<file path="src/design/spq_pkg.sv">
// Package of the sorted priority queue: entry and command types, codes.
// Depends on nothing; used by the cell, the top level and the checker.
`default_nettype none

package spq_pkg;

  localparam logic FUNC_INSERT = 1'b0;
  localparam logic FUNC_REMOVE = 1'b1;

  localparam int OCC_W = 5;

  typedef enum logic [1:0] {
    ST_INSERTED = 2'd0,
    ST_REMOVED  = 2'd1,
    ST_FULL     = 2'd2,
    ST_EMPTY    = 2'd3
  } spq_status_e;

  typedef struct packed {
    logic signed [31:0] value;
    logic        [7:0]  prio;
  } spq_entry_t;

  // Broadcast from the top level to every cell in the row.
  typedef struct packed {
    logic       insert;
    logic       remove;
    spq_entry_t entry;
  } spq_cmd_t;

endpackage

`default_nettype wire

</file>
<file path="src/design/spq_cell.sv">
// One slot of the sorted row: holds an entry and its valid bit.
// Depends on spq_pkg; instantiated in a row by sorted_priority_queue.
`default_nettype none

module spq_cell
  import spq_pkg::*;
(
  input  wire        clk_i,
  input  wire        rst_ni,
  input  spq_cmd_t   cmd_i,
  input  spq_entry_t left_entry_i,
  input  wire        left_valid_i,
  input  wire        left_keep_i,
  input  spq_entry_t right_entry_i,
  input  wire        right_valid_i,
  output spq_entry_t entry_o,
  output logic       valid_o,
  output logic       keep_o
);

  spq_entry_t entry_q, entry_d;
  logic       valid_q, valid_d;

  // The cell keeps its entry on an insert when the entry stays ahead of the
  // new one: equal priorities keep arrival order.
  assign keep_o = valid_q && (entry_q.prio >= cmd_i.entry.prio);

  always_comb begin
    entry_d = entry_q;
    valid_d = valid_q;
    if (cmd_i.insert && !keep_o) begin
      if (left_keep_i) begin
        entry_d = cmd_i.entry;
        valid_d = 1'b1;
      end else begin
        entry_d = left_entry_i;
        valid_d = left_valid_i;
      end
    end else if (cmd_i.remove) begin
      entry_d = right_entry_i;
      valid_d = right_valid_i;
    end
  end

  always_ff @(posedge clk_i or negedge rst_ni) begin
    if (!rst_ni) begin
      valid_q <= 1'b0;
    end else begin
      valid_q <= valid_d;
    end
  end

  always_ff @(posedge clk_i) begin
    entry_q <= entry_d;
  end

  assign entry_o = entry_q;
  assign valid_o = valid_q;

endmodule

`default_nettype wire

</file>
<file path="src/design/sorted_priority_queue.sv">
// Top level of the sorted priority queue: a row of spq_cell slots, the
// entry count and the result register. Depends on spq_pkg and spq_cell.
//
// A bounded priority queue built as a row of CAPACITY cells that always
// hold the entries in service order, head in cell zero. Each item either
// inserts a value with an 8-bit priority or removes the head entry. On an
// insert every cell compares its priority with the new one at the same
// time; cells ahead of the insertion point hold, the cell at the point
// takes the new entry and the cells behind it take their left neighbor's
// entry. On a remove every cell takes its right neighbor's entry. Higher
// priority goes first, and entries of equal priority leave in the order
// they arrived. An insert into a full queue or a remove from an empty one
// leaves the queue unchanged and reports a status code. Every item gives
// exactly one result in the cycle after it is accepted, and the queue takes one
// item per cycle: the result sits in an output register, and a new item is
// accepted whenever that register is empty or is being emptied in the same
// cycle. The critical path is the priority compare in each cell plus the
// broadcast of the new entry across the row. The occupancy field reports
// the entry count modulo 32. No clearing pass is needed after reset.
`default_nettype none

module sorted_priority_queue
  import spq_pkg::*;
#(
  parameter int CAPACITY = 16
) (
  input  wire                clk_i,
  input  wire                rst_ni,
  input  wire                in_valid_i,
  output logic               in_stall_o,
  input  wire                func_i,
  input  wire signed [31:0]  in_value_i,
  input  wire        [7:0]   in_priority_i,
  output logic               out_valid_o,
  input  wire                out_stall_i,
  output logic signed [31:0] out_value_o,
  output logic       [7:0]   out_priority_o,
  output logic       [1:0]   status_o,
  output logic       [OCC_W-1:0] occupancy_o
);

  localparam int CntW = $clog2(CAPACITY + 1);

  logic        accept;
  logic        full;
  logic        empty;
  spq_cmd_t    cmd;

  logic [CntW-1:0] count_q, count_d;

  spq_entry_t  cell_entry [CAPACITY];
  logic        cell_valid [CAPACITY];
  logic        cell_keep  [CAPACITY];

  logic               out_valid_q;
  logic signed [31:0] out_value_q, out_value_d;
  logic        [7:0]  out_prio_q, out_prio_d;
  spq_status_e        status_q, status_d;
  logic [CntW+OCC_W-1:0] occ_wide;

  // The input waits only while a result is held and not being taken.
  assign in_stall_o = out_valid_q && out_stall_i;
  assign accept     = in_valid_i && !in_stall_o;

  assign full  = (count_q == CntW'(CAPACITY));
  assign empty = (count_q == '0);

  always_comb begin
    cmd.insert      = accept && (func_i == FUNC_INSERT) && !full;
    cmd.remove      = accept && (func_i == FUNC_REMOVE) && !empty;
    cmd.entry.value = in_value_i;
    cmd.entry.prio  = in_priority_i;
  end

  // The row of cells. Cell zero sees a left neighbor that always keeps, so
  // the new entry lands there when every held entry ranks below it. The
  // last cell sees an empty right neighbor.
  for (genvar i = 0; i < CAPACITY; i++) begin : g_cell
    spq_entry_t left_entry, right_entry;
    logic       left_valid, left_keep, right_valid;

    if (i == 0) begin : g_head
      assign left_entry = '0;
      assign left_valid = 1'b0;
      assign left_keep  = 1'b1;
    end else begin : g_body
      assign left_entry = cell_entry[i-1];
      assign left_valid = cell_valid[i-1];
      assign left_keep  = cell_keep[i-1];
    end

    if (i == CAPACITY - 1) begin : g_tail
      assign right_entry = '0;
      assign right_valid = 1'b0;
    end else begin : g_inner
      assign right_entry = cell_entry[i+1];
      assign right_valid = cell_valid[i+1];
    end

    spq_cell u_cell (
      .clk_i        (clk_i),
      .rst_ni       (rst_ni),
      .cmd_i        (cmd),
      .left_entry_i (left_entry),
      .left_valid_i (left_valid),
      .left_keep_i  (left_keep),
      .right_entry_i(right_entry),
      .right_valid_i(right_valid),
      .entry_o      (cell_entry[i]),
      .valid_o      (cell_valid[i]),
      .keep_o       (cell_keep[i])
    );
  end

  // Next count and the fields of the result for the accepted item.
  always_comb begin
    count_d     = count_q;
    out_value_d = '0;
    out_prio_d  = '0;
    status_d    = ST_INSERTED;
    case (func_i)
      FUNC_INSERT: begin
        if (full) begin
          status_d = ST_FULL;
        end else begin
          count_d  = count_q + CntW'(1);
          status_d = ST_INSERTED;
        end
      end
      FUNC_REMOVE: begin
        if (empty) begin
          status_d = ST_EMPTY;
        end else begin
          count_d     = count_q - CntW'(1);
          out_value_d = cell_entry[0].value;
          out_prio_d  = cell_entry[0].prio;
          status_d    = ST_REMOVED;
        end
      end
      default: begin
        status_d = ST_INSERTED;
      end
    endcase
  end

  always_ff @(posedge clk_i or negedge rst_ni) begin
    if (!rst_ni) begin
      count_q     <= '0;
      out_valid_q <= 1'b0;
    end else begin
      if (accept) begin
        count_q     <= count_d;
        out_valid_q <= 1'b1;
      end else if (!out_stall_i) begin
        out_valid_q <= 1'b0;
      end
    end
  end

  // Result payload; the count register already holds the occupancy after
  // the item once the result is shown.
  always_ff @(posedge clk_i) begin
    if (accept) begin
      out_value_q <= out_value_d;
      out_prio_q  <= out_prio_d;
      status_q    <= status_d;
    end
  end

  assign occ_wide = {{OCC_W{1'b0}}, count_q};

  assign out_valid_o    = out_valid_q;
  assign out_value_o    = out_value_q;
  assign out_priority_o = out_prio_q;
  assign status_o       = status_q;
  assign occupancy_o    = occ_wide[OCC_W-1:0];

endmodule

`default_nettype wire

</file>
<file path="config.mk">
export PLATFORM = sky130hd
export DESIGN_NAME = sorted_priority_queue
export DESIGN_NICKNAME = d
export VERILOG_FILES = /design/src/design/spq_pkg.sv /design/src/design/spq_cell.sv /design/src/design/sorted_priority_queue.sv
export SDC_FILE = /design/constraint.sdc
export NUM_CORES = 2
export LEC_CHECK = 0
export ABC_AREA = 1
export BUFFER_PORTS_ARGS = -buffer_cell sky130_fd_sc_hd__buf_4
export CELL_PAD_IN_SITES_DETAIL_PLACEMENT = 0
export CELL_PAD_IN_SITES_GLOBAL_PLACEMENT = 2
export CORE_AREA = 2 2 397 281
export DETAILED_ROUTE_END_ITERATION = 8
export DIE_AREA = 0 0 399 283
export GPL_TIMING_DRIVEN = 0
export PLACE_DENSITY_LB_ADDON = 0.05
export SETUP_SLACK_MARGIN = 0.5
export SKIP_LAST_GASP = 1
export SYNTH_ARGS = -nofsm -noshare
export SYNTH_HDL_FRONTEND = slang
export SYNTH_SLANG_ARGS = --single-unit
export TNS_END_PERCENT = 100
</file>
<file path="constraint.sdc">
create_clock -name clk_i -period 3.8 [get_ports clk_i]
set_clock_uncertainty 0.2 [all_clocks]
set_input_delay 0 -clock clk_i [delete_from_list [all_inputs] [get_ports clk_i]]
set_output_delay 0 -clock clk_i [all_outputs]
set_load 0.1 [all_outputs]
</file>
# --- Word-level counts from Yosys, hierarchy flattened ---
# Cells that the tools add are included.
classes:
  n_eq_ne: 4
  muxes: 102
  bitwise_logic: 1
  n_lt_le_gt_ge: 16
  n_reduce_logical: 76
  n_addsub: 2
op_table:
  columns: ["operator", "n"]
  rows:
  - ["two-way mux 40 bit", 47]
  - [">= comparator 8 bit", 16]
  - ["two-way mux 1 bit", 49]
  - ["logical AND 1 bit", 38]
  - ["nonzero test 2 bit", 16]
  - ["logical NOT 1 bit", 19]
  - ["two-way mux 5 bit", 2]
  - ["case mux 5 bit (2 select lines)", 1]
  - ["adder 5 x 1 -> 5 bit, second input constant", 1]
  - ["== test 5 bit, second input constant", 1]
  - ["logical NOT 5 bit", 1]
  - ["subtractor 5 x 1 -> 5 bit, second input constant", 1]
  - ["two-way mux 2 bit", 2]
  - ["inequality test 2 bit, second input constant", 2]
  - ["case mux 2 bit (2 select lines)", 1]
  - ["AND reduction 3 bit", 1]
  - ["inequality test 2 x 1 -> 1 bit, second input constant", 1]
  - ["OR reduction 2 bit", 1]
  - ["inverter 1 bit", 1]
word_totals:
  out_inout_bits: 49
  in_bits: 45
  elab_cells: 254
  register_bits: 704

# --- Logic depth before layout (Yosys ltp) ---
logic_depth:
  depth_word: 7
  depth_mapped: 15
  ltp_nobuf: 14

# --- Hierarchy ---
# Synthesis repeated with hierarchy kept, for this count alone.
unflattened:
  hier_cells: 3749
  hier_area_um2: 41833.9
modules_own_cells:
  columns: ["mod", "seq_area_each_um2", "n_inst", "cells_per_inst", "area_per_inst_um2"]
  rows:
  - ["spq_cell (g_cell[14].u_cell ...)", 1226.2, 11, 222, 2474.9]
  - ["spq_cell (g_cell[0].u_cell ...)", 1226.2, 5, 222, 2507.4]
  - ["sorted_priority_queue", 1411.4, 1, 197, 2073.2]

# --- Worst setup path after synthesis ---
# No wires, ideal clock.
synth_path:
  path_type: "reg2reg"
  start: "reg out_valid_q, in the netlist out_valid_o"
  end: "reg g_cell[2].u_cell.entry_q, in the netlist g_cell[2].u_cell.entry_o[0] (enable)"
  t_required_ns: 3.202
  period_less_slack_ns: 4.177
  n_path_buf: 2
  setup_time_ns: 0.398
  setup_slack_ns: -0.377
  stages_incl_launch_ff: 10
  arrival_time_ns: 3.579
  cell_sequence: "dfrtp_1 nand2_2 inv_2 nor2_4 nand3_2 inv_2 buf_8 nand2_4 clkbuf_1 nand2_1"
synth_between:
  elab_chain_len: 7
  elab_cells_between_ends: 9
  cone_classes: "reduce/logical: 9"
synth_rtl:
  columns: ["item", "line", "text"]
  rows:
  - ["start, declared", "sorted_priority_queue.sv:55", "logic out_valid_q;"]
  - ["start signal, assigned", "sorted_priority_queue.sv:149", "out_valid_q <= 1'b0;"]
  - ["start signal, assigned", "sorted_priority_queue.sv:153", "out_valid_q <= 1'b1;"]
  - ["start signal, assigned", "sorted_priority_queue.sv:155", "out_valid_q <= 1'b0;"]
  - ["logical AND 1 bit *", "sorted_priority_queue.sv:62", "assign in_stall_o = out_valid_q && out_stall_i;"]
  - ["net in_stall_o", "sorted_priority_queue.sv:30", "output logic in_stall_o,"]
  - ["logical NOT 1 bit *", "sorted_priority_queue.sv:63", "assign accept = in_valid_i && !in_stall_o;"]
  - ["logical AND 1 bit *", "sorted_priority_queue.sv:63", null]
  - ["net accept", "sorted_priority_queue.sv:44", "logic accept;"]
  - ["logical AND 1 bit (2 in series)", "sorted_priority_queue.sv:69", "cmd.insert = accept && (func_i == FUNC_INSERT) && !full;"]
  - ["logical AND 1 bit", "spq_cell.sv:31", "if (cmd_i.insert && !keep_o) begin"]
  - ["nonzero test 2 bit (no source line) *", null, null]
  - ["end signal, assigned", "spq_cell.sv:54", "entry_q <= entry_d;"]
  - ["end, declared", "spq_cell.sv:21", "spq_entry_t entry_q, entry_d;"]
# Mark *: on every way through the listed nets, which the timed path passes. The rest lies on a longest branch.
# A chain may end at the register's enable or synchronous reset.

# --- Worst setup path in the final report ---
layout_path:
  start: "in out_stall_i"
  end: "reg g_cell[15].u_cell.entry_q, in the netlist g_cell[15].u_cell.entry_o[25] (enable)"
layout_between:
  elab_chain_len: 7
  elab_cells_between_ends: 9
  cone_classes: "reduce/logical: 9"
layout_rtl:
  columns: ["item", "line", "text"]
  rows:
  - ["start, declared", "sorted_priority_queue.sv:35", "input wire out_stall_i,"]
  - ["logical AND 1 bit *", "sorted_priority_queue.sv:62", null]
  - ["logical NOT 1 bit *", "sorted_priority_queue.sv:63", null]
  - ["logical AND 1 bit *", "sorted_priority_queue.sv:63", null]
  - ["net accept", "sorted_priority_queue.sv:44", null]
  - ["logical AND 1 bit (2 in series)", "sorted_priority_queue.sv:69", null]
  - ["logical AND 1 bit", "spq_cell.sv:31", null]
  - ["nonzero test 2 bit (no source line) *", null, null]
  - ["end signal, assigned", "spq_cell.sv:54", null]
  - ["end, declared", "spq_cell.sv:21", null]
# Marked as above.

==> impl_results.md <==
- Buf/Inv on CP: 7
- Ys Warns: 0
- Post-synth EDFFs: between 600 and 700
- CP startpoint kind: input pin
- Largest net degree at the start of global routing: 41
- Final Cycle Share: slightly above 80%
- Worst slew margin: around 36%
- Syn Inst Count: 5359
- Die area: 113000 um2
- Synth top area share: 49.7%
- Top-count cell post-synth: nand2_1
- Die Height: 283 um
- CTS tree: done
- Worst flop-to-flop path endpoint: g_cell[4].u_cell.entry_o[1]$_DFFE_PP_
- Number of global-route vias before repair: 36600
- Minimum clock period: about 3.2 ns
- Largest cells by area after synthesis: edfxtp_1 50%, nand2_1 28%, nand3_1 8.4%
- Max-Cap Viols: 0
- Hold slack: 0.00838 ns
- Wire per inst: around 19 um
- Synthesized Nets: 5536
- CP max stage delay: 0.56 ns
- Clock transition at the registers of the reported paths: 0.06 ns
- Post-Layout Cell Count: 7127
- Leak: 22.5 nW
- Post-synthesis sequential area ratio: 51.0%
- WHS Endpoint: g_cell[13].u_cell.entry_o[3]$_DFFE_PP_
- Worst hold path type: in2reg
- Horiz. Die Dim: 399 um
- Antenna violations before repair: 2
- Pwr dens: between 600 and 700 nW/um2
- DR DRC count: 0
- Vias: 36000
- Crit path DAT: about 3.3 ns
- Fin nets: 5780
- Placed cells: ~6900
- Critical path class: in2reg
- CTS Sinks: 704
- HP Start: in_priority_i[3]
- Yosys cell types: 29
- Highest Clock Rate: ~0.32 GHz
- Largest family of logic cells by synthesized area: simple AND/OR/NAND/NOR gates
- Syn Area/Cell: about 7.7 um2
- Crit-path max FO: 40
- Final Hold Vio Count: 0
- Final Setup Violations: 0
- Vias per Instance: about 5.1
- Synth Register Bits: between 700 and 800
- Clock Tree Buf Depth: 3
- CORE AREA: 110000 um2
- Root Driver: clkbuf_16
- Cell taking the most area after synthesis: edfxtp_1
- Synth Area in XOR/XNOR: less than 1%
- RSZ-0062 raised after global routing: true
- Synth Cell Area: 41200 um2
- ANT nets after route: 0
- Row cnt: just over 100
- I/O Pins: 94
- H-tree Lvls: 3
- Async set-reset flop share out of synthesis: roughly 3.1%
- VDD IR max: 0.000319 V
- Share of layout cells above drive strength 1: under 10%
- Gr ovfl total: 0
- Worst-margin pin slew: 0.965 ns
- Initial Utilization: 37.7%
- Tot GR Track Use: 24.4%
- CP endpoint kind: register
- Simple-gate share of the synthesized area: ~37%
- First-pass GRT wire length: 214 mm
- Register-to-register setup slack: 0.66 ns
- Path depth of the worst reg2reg path: 13
- Synth-to-Final Area Change: 14.7%
- Compound-cell area share of the yosys netlist: 1.76%
- Commonest cells in the netlist: 3030 x nand2_1, 689 x nand3_1, 682 x edfxtp_1
- Largest delay share family, worst path: buffers and inverters
- Slowest stage cell, crit path: dlygate4sd3_1
- Routability cong.: 0.814
- Critical R2R Launch: g_cell[3].u_cell.entry_o[1]$_DFFE_PP_
- Data required, critical path: 3.94 ns
- Synth Area in Adders: 4.02%
- Iter 0 DRT Violations: 2745
- Final-report max-slew violation count: 0
- Final Routed Wirelength: approximately 140 mm
- Top FF cell, synth: edfxtp_1
- Num CTS Buffers: 81
- Multiplexer share of the synthesized area: 0%
- Hold path cells: 6
- Clk_lat worst skew: around 0.7 ns
- HPWL Detailed: roughly 110 mm
- Status: complete, no violations
- IO buf count: slightly above 90
- Critical-path cell list: dlygate4sd3_1, buf_4, dlygate4sd3_1, nand2_2, inv_4, nor2_4, nand3_2, inv_2, buf_4, nand2_1, buf_2, nand2_8
- First drt pass iteration count: 6
-- cells by family after synthesis --
| group | count (synthesis) |
|---|---|
| AND/OR/NAND/NOR | 3826 |
| flip-flops | 704 |
| buffers and inverters | 555 |
| AO/OA/AOI/OAI | 137 |
| adder cells (fa/ha/maj) | 132 |
| XOR/XNOR | 5 |
-- cells in the final DEF, fill, tap and decap left out, types with 2 or more instances in the layout --
| cell | Yosys | routed |
|---|---|---|
| a21oi_1 | 76 | 76 |
| buf_1 | 7 | 7 |
| buf_2 | 132 | 132 |
| buf_4 | 40 | 133 |
| bufinv_16 | 0 | 3 |
| clkbuf_1 | 191 | 212 |
| clkbuf_16 | 0 | 82 |
| clkbuf_2 | 0 | 4 |
| clkbuf_8 | 0 | 7 |
| clkinv_1 | 0 | 12 |
| clkinv_2 | 1 | 13 |
| clkinv_8 | 0 | 3 |
| dfrtp_1 | 22 | 21 |
| diode_2 | 0 | 3 |
| dlygate4sd3_1 | 0 | 65 |
| edfxtp_1 | 682 | 682 |
| ha_1 | 131 | 131 |
| inv_1 | 168 | 168 |
| inv_2 | 15 | 14 |
| inv_6 | 0 | 3 |
| nand2_1 | 3030 | 2997 |
| nand2_2 | 4 | 21 |
| nand2_4 | 10 | 10 |
| nand2_8 | 0 | 16 |
| nand3_1 | 689 | 688 |
| nand3_2 | 1 | 2 |
| nand3b_1 | 11 | 11 |
| nand4_1 | 2 | 2 |
| nor2_1 | 76 | 76 |
| nor2_4 | 1 | 2 |
| nor3_1 | 2 | 2 |
| o21a_1 | 13 | 13 |
| o21ai_0 | 46 | 46 |
| xor2_1 | 4 | 4 |
-- worst max-delay path by stage --
stage / slack [ns] / from / endpoint / cells after the start
after global routing: 0.49 / g_cell[4].u_cell.entry_o[1]$_DFFE_PP_ / g_cell[5].u_cell.entry_o[1]$_DFFE_PP_ / 13
final: 0.65 / out_stall_i / g_cell[15].u_cell.entry_o[25]$_SDFFCE_PN0P_ / 12
after global placement: -0.30 / out_valid_o$_DFFE_PN0P_ / g_cell[15].u_cell.entry_o[26]$_SDFFCE_PN0P_ / 9
after detailed placement: -0.39 / out_valid_o$_DFFE_PN0P_ / g_cell[15].u_cell.entry_o[27]$_SDFFCE_PN0P_ / 9
after floorplan: 0.54 / out_valid_o$_DFFE_PN0P_ / g_cell[7].u_cell.entry_o[0]$_DFFE_PP_ / 9
after CTS: 0.53 / g_cell[10].u_cell.entry_o[1]$_DFFE_PP_ / g_cell[10].u_cell.entry_o[33]$_DFFE_PP_ / 11
-- cell type report --
class                   count  area, um2
well taps                1456       1820
plain buffers             371       1730
clock inverters            33        270
fillers                 11800      62200
diodes                      3       7.51
repair buffers            159       1370
inverters                 184        694
clock buffers             115       2250
flip-flops and latches    704      21000
multi-input cells        4102      18100
-- power by group --
part / total, W / internal (W) / switching, W
Combinational: 0.0109 / 0.00292 / 0.00794
Clock: 0.00783 / 0.00433 / 0.00350
Sequential: 0.0114 / 0.0106 / 0.000800
Total: 0.0301 / 0.0179 / 0.0122
-- worst min-delay path, cell delays in order --
cell	delay, ns
buf_4	0.14
clkbuf_1	0.26
nand3_1	0.16
nand2_1	0.06
nand2_1	0.05
nand2_1	0.04
-- flip-flops by register name, indices dropped and copies added, names as in the netlist --
register / cells
occupancy_o: 5
out_priority_o: 8
status_o: 2
g_cell.u_cell.valid_o: 16
out_value_o: 32
g_cell.u_cell.entry_o: 640
out_valid_o: 1
-- per-stage QoR --
step	TNS, ns	setup WS (ns)	power, W	utilization (%)	area (um2)
global placement	-63.05	-0.299	0.0220	40.2	44000
global route	0	0.490	0.0322	43.2	47300
finish	0	0.647	0.0301	43.2	47300
floorplan	0	0.541	0.0186	-	41500
CTS	0	0.526	0.0302	43.1	47200
detailed placement	-145.53	-0.389	0.0222	40.2	44000
-- routing by layer --
| metal | up-vias | track usage [%] | routed length [um] |
|---|---|---|---|
| li1 | 17800 | - | - |
| met1 | 17400 | 41.5 | 77300 |
| met2 | 688 | 32.6 | 51900 |
| met3 | 94 | 3.23 | 6480 |
| met4 | 2 | 3.05 | 1420 |
| met5 | - | 0 | 11 |
-- timing repair --
item,in CTS,in global routing
cloned,2,0
gates resized for setup,6,23
pin swaps,1,0
hold buffers,66,0
endpoints found under the setup margin,1279,620
endpoints found under the hold margin,338,0
buffers inserted,1,0
Note: power is estimated with default switching activity, not from simulation.
